`config.mk`:
```
export PLATFORM = sky130hd
export DESIGN_NAME = tccw_ctrl
export DESIGN_NICKNAME = d
export VERILOG_FILES = /design/src/tccw_pkg.sv /design/src/tccw_ctrl.sv
export SDC_FILE = /design/constraint.sdc
export NUM_CORES = 1
export LEC_CHECK = 0
export BUFFER_PORTS_ARGS = -buffer_cell sky130_fd_sc_hd__buf_2
export CAP_MARGIN = 0
export CORE_ASPECT_RATIO = 2
export CORE_MARGIN = 2
export CORE_UTILIZATION = 45
export DETAILED_ROUTE_END_ITERATION = 7
export GPL_ROUTABILITY_DRIVEN = 0
export HOLD_SLACK_MARGIN = 0.03
export PLACE_DENSITY_LB_ADDON = 0.05
export REMOVE_ABC_BUFFERS = 1
export SLEW_MARGIN = 40
export SYNTH_ARGS = -nofsm -noshare
export SYNTH_HDL_FRONTEND = slang
export SYNTH_SLANG_ARGS = --single-unit
```
`constraint.sdc`:
```
create_clock -name clk -period 5.9 [get_ports clk]
set_input_delay 1.18 -clock clk [delete_from_list [all_inputs] [get_ports clk]]
set_output_delay 1.18 -clock clk [all_outputs]
set_load 0.05 [all_outputs]
```
`src/tccw_pkg.sv`:
```
// ---------------------------------------------------------------------------
// tccw_pkg: shared definitions for the text console cell writer
// Screen geometry, widths, character codes, register map, sequencer states
// and the screen memory request bundle.
// ---------------------------------------------------------------------------
`default_nettype none

package tccw_pkg;

  localparam int COLUMNS = 80;
  localparam int ROWS    = 25;
  localparam int CELLS   = ROWS * COLUMNS;
  localparam int ADDR_W  = $clog2(CELLS);

  localparam int CELL_W  = 16;
  localparam int ROW_W   = 5;
  localparam int COL_W   = 7;
  localparam int CHAR_W  = 8;
  localparam int IDX_W   = 11;

  localparam int PADDR_W = 3;
  localparam int PDATA_W = 32;

  localparam logic [CHAR_W-1:0] CH_NEWLINE   = 8'd10;
  localparam logic [CHAR_W-1:0] CH_BACKSPACE = 8'd8;

  localparam logic [CELL_W-1:0] ATTR_RESET  = 16'h0700;
  localparam logic [CELL_W-1:0] BLANK_RESET = 16'h0720;

  localparam logic OP_PUT  = 1'b0;
  localparam logic OP_READ = 1'b1;

  // Register index, taken from paddr bit 2.
  localparam logic REG_CHAR_ATTR = 1'b0;
  localparam logic REG_BLANK     = 1'b1;

  typedef enum logic [2:0] {
    ST_CLEAR,
    ST_IDLE,
    ST_EXEC,
    ST_READ_WAIT,
    ST_SCROLL,
    ST_SCROLL_TAIL,
    ST_FILL,
    ST_BLANK
  } state_t;

  typedef struct packed {
    logic              we;
    logic [ADDR_W-1:0] waddr;
    logic [CELL_W-1:0] wdata;
    logic              re;
    logic [ADDR_W-1:0] raddr;
  } mem_req_t;

  function automatic logic [ADDR_W-1:0] cell_addr(input logic [ROW_W-1:0] row,
                                                  input logic [COL_W-1:0] col);
    return ADDR_W'(int'(row) * COLUMNS + int'(col));
  endfunction

endpackage

`default_nettype wire

```
`src/tccw_ctrl.sv`:
```
// ---------------------------------------------------------------------------
// tccw_ctrl: cursor and screen sequencer
// Holds the cursor, steps the screen memory through character writes,
// cell reads, the row-by-row scroll move, the bottom-row fill and the
// clearing pass after reset, and registers the result word.
// ---------------------------------------------------------------------------
`default_nettype none

module tccw_ctrl (
  input  wire logic                           clk,
  input  wire logic                           rst,
  input  wire logic                           start,
  input  wire logic                           opcode,
  input  wire logic [tccw_pkg::CHAR_W-1:0]    char_code,
  input  wire logic [tccw_pkg::IDX_W-1:0]     cell_index,
  input  wire logic [tccw_pkg::CELL_W-1:0]    char_attribute,
  input  wire logic [tccw_pkg::CELL_W-1:0]    blank_cell,
  input  wire logic [tccw_pkg::CELL_W-1:0]    rdata,
  output tccw_pkg::mem_req_t                  mem_req,
  output logic                                busy,
  output logic                                done,
  output logic      [tccw_pkg::ROW_W-1:0]     cursor_row,
  output logic      [tccw_pkg::COL_W-1:0]     cursor_column,
  output logic      [tccw_pkg::CELL_W-1:0]    read_value,
  output logic                                scrolled
);

  localparam int AW = tccw_pkg::ADDR_W;

  tccw_pkg::state_t state, state_next;

  logic                          op_q;
  logic [tccw_pkg::CHAR_W-1:0]   ch_q;
  logic [tccw_pkg::IDX_W-1:0]    idx_q;
  logic [tccw_pkg::ROW_W-1:0]    row, row_next;
  logic [tccw_pkg::COL_W-1:0]    col, col_next;
  logic [AW-1:0]                 cnt, cnt_next;
  logic                          wb_valid, wb_valid_next;
  logic [AW-1:0]                 wb_addr, wb_addr_next;
  logic                          scr_q, scr_next;
  logic                          done_next;
  logic [tccw_pkg::CELL_W-1:0]   read_next;
  logic                          advance;

  always_ff @(posedge clk) begin
    if (rst) begin
      state    <= tccw_pkg::ST_CLEAR;
      row      <= '0;
      col      <= '0;
      cnt      <= '0;
      wb_valid <= 1'b0;
      scr_q    <= 1'b0;
      done     <= 1'b0;
    end else begin
      state    <= state_next;
      row      <= row_next;
      col      <= col_next;
      cnt      <= cnt_next;
      wb_valid <= wb_valid_next;
      scr_q    <= scr_next;
      done     <= done_next;
    end
  end

  always_ff @(posedge clk) begin
    wb_addr <= wb_addr_next;
    if (state == tccw_pkg::ST_IDLE && start) begin
      op_q  <= opcode;
      ch_q  <= char_code;
      idx_q <= cell_index;
    end
    if (done_next) begin
      cursor_row    <= row_next;
      cursor_column <= col_next;
      read_value    <= read_next;
      scrolled      <= scr_next;
    end
  end

  assign busy = (state != tccw_pkg::ST_IDLE);

  always_comb begin
    state_next    = state;
    row_next      = row;
    col_next      = col;
    cnt_next      = cnt;
    scr_next      = scr_q;
    done_next     = 1'b0;
    read_next     = '0;
    advance       = 1'b0;
    wb_valid_next = 1'b0;
    wb_addr_next  = cnt - AW'(tccw_pkg::COLUMNS);
    mem_req       = '0;

    // A moved cell is written in the cycle after its read address was issued.
    if (wb_valid) begin
      mem_req.we    = 1'b1;
      mem_req.waddr = wb_addr;
      mem_req.wdata = rdata;
    end

    unique case (state)
      tccw_pkg::ST_CLEAR: begin
        mem_req.we    = 1'b1;
        mem_req.waddr = cnt;
        mem_req.wdata = tccw_pkg::BLANK_RESET;
        if (cnt == AW'(tccw_pkg::CELLS - 1)) begin
          cnt_next   = '0;
          state_next = tccw_pkg::ST_IDLE;
        end else begin
          cnt_next = cnt + 1'b1;
        end
      end

      tccw_pkg::ST_IDLE: begin
        if (start) begin
          state_next = tccw_pkg::ST_EXEC;
        end
      end

      tccw_pkg::ST_EXEC: begin
        scr_next = 1'b0;
        if (op_q == tccw_pkg::OP_READ) begin
          if (idx_q < tccw_pkg::IDX_W'(tccw_pkg::CELLS)) begin
            mem_req.re    = 1'b1;
            mem_req.raddr = idx_q[AW-1:0];
            state_next    = tccw_pkg::ST_READ_WAIT;
          end else begin
            done_next  = 1'b1;
            state_next = tccw_pkg::ST_IDLE;
          end
        end else begin
          priority if (ch_q == tccw_pkg::CH_NEWLINE) begin
            col_next = '0;
            advance  = 1'b1;
          end else if (ch_q == tccw_pkg::CH_BACKSPACE) begin
            if (col != '0) begin
              col_next = col - 1'b1;
            end
          end else begin
            mem_req.we    = 1'b1;
            mem_req.waddr = tccw_pkg::cell_addr(row, col);
            mem_req.wdata = char_attribute | tccw_pkg::CELL_W'(ch_q);
            if (col == tccw_pkg::COL_W'(tccw_pkg::COLUMNS - 1)) begin
              col_next = '0;
              advance  = 1'b1;
            end else begin
              col_next = col + 1'b1;
            end
          end
          // Stepping past the last row keeps the cursor there and scrolls.
          if (advance && row == tccw_pkg::ROW_W'(tccw_pkg::ROWS - 1)) begin
            scr_next   = 1'b1;
            cnt_next   = AW'(tccw_pkg::COLUMNS);
            state_next = tccw_pkg::ST_SCROLL;
          end else begin
            if (advance) begin
              row_next = row + 1'b1;
            end
            state_next = tccw_pkg::ST_BLANK;
          end
        end
      end

      tccw_pkg::ST_READ_WAIT: begin
        read_next  = rdata;
        done_next  = 1'b1;
        state_next = tccw_pkg::ST_IDLE;
      end

      tccw_pkg::ST_SCROLL: begin
        mem_req.re    = 1'b1;
        mem_req.raddr = cnt;
        wb_valid_next = 1'b1;
        if (cnt == AW'(tccw_pkg::CELLS - 1)) begin
          state_next = tccw_pkg::ST_SCROLL_TAIL;
        end else begin
          cnt_next = cnt + 1'b1;
        end
      end

      tccw_pkg::ST_SCROLL_TAIL: begin
        cnt_next   = AW'((tccw_pkg::ROWS - 1) * tccw_pkg::COLUMNS);
        state_next = tccw_pkg::ST_FILL;
      end

      tccw_pkg::ST_FILL: begin
        mem_req.we    = 1'b1;
        mem_req.waddr = cnt;
        mem_req.wdata = blank_cell;
        if (cnt == AW'(tccw_pkg::CELLS - 1)) begin
          state_next = tccw_pkg::ST_BLANK;
        end else begin
          cnt_next = cnt + 1'b1;
        end
      end

      tccw_pkg::ST_BLANK: begin
        mem_req.we    = 1'b1;
        mem_req.waddr = tccw_pkg::cell_addr(row, col);
        mem_req.wdata = blank_cell;
        done_next     = 1'b1;
        state_next    = tccw_pkg::ST_IDLE;
      end

      default: begin
        state_next = tccw_pkg::ST_IDLE;
      end
    endcase
  end

  a_accept_busy: assert property (@(posedge clk) disable iff (rst)
    (start && !busy) |=> (busy && state == tccw_pkg::ST_EXEC))
    else $error("accepted word did not start the sequencer");

  a_cursor_range: assert property (@(posedge clk) disable iff (rst)
    done |-> (cursor_row < tccw_pkg::ROW_W'(tccw_pkg::ROWS) &&
              cursor_column < tccw_pkg::COL_W'(tccw_pkg::COLUMNS)))
    else $error("cursor left the screen");

  a_scroll_row: assert property (@(posedge clk) disable iff (rst)
    (done && scrolled) |-> (cursor_row == tccw_pkg::ROW_W'(tccw_pkg::ROWS - 1)))
    else $error("scroll did not hold the cursor on the last row");

  a_done_origin: assert property (@(posedge clk) disable iff (rst)
    done |-> ($past(state) == tccw_pkg::ST_BLANK ||
              $past(state) == tccw_pkg::ST_READ_WAIT ||
              $past(state) == tccw_pkg::ST_EXEC))
    else $error("result strobe from an unexpected state");

  a_move_write: assert property (@(posedge clk) disable iff (rst)
    wb_valid |-> ($past(state) == tccw_pkg::ST_SCROLL))
    else $error("scroll write without a matching read");

endmodule

`default_nettype wire

```
# Word-level counts from Yosys, hierarchy flattened
# Index checks and enable logic that the tools add are counted.
# word_totals
register_bits,89
output_inout_bits,71
wordCells,96
in_bits,71
# op_classes
reduce_logical,9
n_bitwise,1
add_sub_neg,6
magnitude_cmp,1
n_eq_ne,20
n_mux,43
n_mul,1
# ops
operator,n
$mux W28,4
$pmux W28 S4,1
$mux W11,4
$pmux W11 S4,1
$mux W7,6
$mux W12,2
$pmux W12 S2,1
$pmux W3 S7,1
$mux W5,4
$eq A8 B4 Y1 const B,2
$or A16 B8 Y16,1
$mux W3,5
$ne A2 B2 Y1 const B,7
$eq A3 B3 Y1 const B,4
$add A11 B1 Y11 const B,1
$add A11 B7 Y11,1
$eq A11 B11 Y1 const B,1
$lt A11 B11 Y1 const B,1
$mux W1,11
$sub A11 B7 Y11 const B,1
$reduce_and A4 Y1,2
$add A7 B1 Y7 const B,1
$eq A7 B7 Y1 const B,1
$mul A5 B3 Y7 const B,1
13 further kinds,17

# Depth between registers and ports, before layout
# depth
word_depth,10
ltp_mapped,9
mapped_depth_nobuf,9

# Worst setup path after synthesis
# Ideal clock, no wire load.
# synth_timing
path_kind,register -> output
startpoint,register row[3] in the netlist's numbering
endpoint,output port mem_req[38] in the netlist's numbering
stages_incl_launch_ff,10
required_ns,4.720
arrival_ns,2.657
path_slack_ns,2.063
n_path_buf,0
path_cell_list,dfxtp_1 -> ha_1 -> ha_1 -> inv_1 -> fa_1 -> xnor2_1 -> o2111ai_1 -> xor2_1 -> xnor2_1 -> o221ai_1
# synth_lines
element,line_no,text
"start, declared",tccw_ctrl.sv:35,"logic [tccw_pkg::ROW_W-1:0] row, row_next;"
"start signal, assigned",tccw_ctrl.sv:56,row <= row_next;
"end, declared",tccw_ctrl.sv:19,"output tccw_pkg::mem_req_t mem_req,"

==> key figures <==
STA
  • Fin crit period: 4.51 ns
  • Final number of max-transition violations: 0
  • Worst-margin pin slew: 0.786 ns
  • Fin crit share: 76.5%
  • Maximum clock rate: 0.222 GHz
  • Final setup viols: 0
  • Rel. slew slack: 47.5%
  • RSZ-0062 raised after global routing: false
  • Setup WS post-layout: 1.39 ns
  • Worst Skew: 0.00905 ns
  • Fin. Hold Viols: 0
  • Final TNS setup: 0 ns

Route
  • Drt via density: 5.87
  • Initial DRC Count: 350
  • Routed wire length: 15,100 um
  • Routed via count: 4,500
  • Pre-antenna DRT Iters: 5
  • Antenna-violating nets left: 0
  • DR DRC count: 0
  • DR WL/cell: 19.7 um

Clocking
  • Worst-case clock buffer depth: 2
  • CTS root buf: clkbuf_16
  • Setup bufs post-CTS: 0
  • H-tree levels: 3
  • Clk_lat worst skew: 0.34 ns
  • Clock-pin slew on the worst setup and hold paths: 0.06 ns
  • Post-CTS Resized: 0
  • CTS sink count: 89
  • Hold Buf Count CTS: 0
  • CTS tree: built
  • CTS buffer count: 9

Worst setup path
  • Worst EP arrival: 3.33 ns
  • Worst setup path category: register to output pin
  • CP Launch Type: register
  • R2r endpoint: cnt[10]
  • Critical Path Fanout Max: 23
  • R2R Setup Slk: 3.19 ns
  • Required time of the critical path: 4.72 ns
  • Worst Reg-to-Reg Cells: 5
  • R2r startpoint: state[2]
  • Crit end category: output pin

Run
  • Max_cap viols: 0

Hold path
  • Hold endpoint: wb_addr[0]
  • Hold Crit Start: cnt[0]
  • Hold path cells: 0
  • Hold Crit Class: register to register

Cells and area
  • Layout net count: 713
  • Syn-to-layout area delta: 23.1%
  • Commonest non-fill, non-tap cell in the layout: buf_2
  • Commonest cells after routing, fill and taps aside: buf_2 (141), edfxtp_1 (49), dfxtp_1 (40), inv_1 (39), and2_1 (27)
  • # diodes: 0
  • Share of cells above drive strength 1: 30.5%

Yosys
  • EDFF count, synth: 49
  • Seq/Total Area, Yosys: 45.2%
  • Post-synth cell types: 74
  • Avg Cell Area, Syn: 10.2 sq um
  • Cells after synthesis: 491
  • Top_reg_cell synth: edfxtp_1
  • Flops & latches, synth: 89
  • Mapped cell area: 5030 sq um
  • Top cells by area, synth: edfxtp_1 (29%), dfxtp_1 (16%), ha_1 (4.5%), a221o_1 (3.4%), and2_1 (3.4%)
  • Yosys top cell by area: edfxtp_1
  • Yosys warns: 0
  • Top cell type's share of synthesized area: 29.3%
  • Fraction of registers with async set/reset: 0%

Global route
  • Total GRT Usage: 24.5%
  • Gr ovfl total: 0
  • First-pass GRT wire length: 22,700 um
  • Antenna violations before repair: 0
  • Number of global-route vias before repair: 4,421
  • Largest net degree at the start of global routing: 31

Power and ir drop
  • P per Cell Area: 209 nW/um^2
  • Peak VDD IR: 202 uV
  • Leakage: 2.59 nW

Placement
  • Detailed placer's ending HPWL: 11,500 um
  • IO Port Bufs: 141
  • Post-place setup slack: 1.53 ns

Floorplan
  • Die height: 153 um
  • I/O pins: 142
  • Die area: 12,100 sq um
  • CORE AREA: 10,900 sq um
  • # rows: 54
  • Die W: 78.8 um
  • Starting Density: 46.2%

Status
  • Status: finished clean
## how the worst max path moves through the flow
stage             start           to  slack, ns
5_1_grt        state[1]  mem_req[34]       1.17
3_5_place_dp   state[1]  mem_req[34]       1.53
3_3_place_gp   state[1]  mem_req[34]       1.58
4_1_cts        state[1]  mem_req[34]       1.15
6_report       state[1]  mem_req[34]       1.39
2_1_floorplan  state[1]  mem_req[37]       1.83
## registers in the layout, summed over array words and instances (netlist names), 3 cells and up
| name | cells |
|---|---|
| read_value | 16 |
| cnt | 11 |
| idx_q | 11 |
| wb_addr | 11 |
| ch_q | 8 |
| col | 7 |
| cursor_column | 7 |
| cursor_row | 5 |
| row | 5 |
| state | 3 |
## per-layer routing
| layer | share of wire [%] | vias to the layer above | wire, um | track usage [%] |
|---|---|---|---|---|
| li1 | - | 2130 | - | - |
| met1 | 36 | 2159 | 5420 | 24.5 |
| met2 | 56 | 174 | 8470 | 47.5 |
| met3 | 4.2 | 37 | 639 | 3.58 |
| met4 | 3.8 | 0 | 581 | 11.9 |
| met5 | 0 | - | 0 | 0 |
## where the power goes
group          internal, mW  switching [mW]
Clock                 0.353           0.240
Combinational        0.0220          0.0237
Sequential            0.653         0.00423
## cells by family (layout without fill, tap and decap cells)
logic type               Yosys count  in the layout  share of synthesized area, %
AO/OA/AOI/OAI                    152            152                          23.8
XOR/XNOR                          16             16                          2.79
adder cells (fa/ha/maj)           20             20                          5.28
buffers and inverters             64            200                          5.05
flip-flops                        89             89                          45.2
multiplexers                       6              6                          1.27
AND/OR/NAND/NOR                  144            144                          16.7
## synthesized netlist by cell type (16+ instances only)
cell type	instances
nand2_1	16
a21oi_1	19
dfxtp_1	40
a221o_1	17
and2_1	27
o21ai_0	22
ha_1	18
inv_1	39
edfxtp_1	49
nor2_1	27
## per-stage QoR
step                      power (mW)  hold slack, ns  utilization [%]  cell area, sq um  instances
final                           1.30           0.438             56.9              6190        767
after global routing            1.33           0.454             56.9              6190        767
after CTS                       1.31           0.441             56.8              6180        767
after detailed placement       0.716           0.436             53.9              5860        751
after global placement         0.716           0.435             53.7              5840        751
after floorplan                0.684           0.387                -              4920        466
## worst max-delay path: stages (launching register included)
cell	delay, ns
dfxtp_1	0.71
or4b_1	0.76
a21oi_4	0.54
a31oi_2	0.25
nor3_1	0.32
a221o_1	0.15
buf_2	0.26
## cell type report
| type | count | area [sq um] |
|---|---|---|
| Clock buffer | 11 | 253 |
| Clock inverter | 5 | 63.8 |
| Fill cell | 971 | 4690 |
| Inverter | 39 | 146 |
| Multi-Input combinational cell | 338 | 2550 |
| Sequential cell | 89 | 2270 |
| Tap cell | 140 | 175 |
| Timing Repair Buffer | 145 | 736 |
Note: power is estimated with default switching activity, not from simulation.
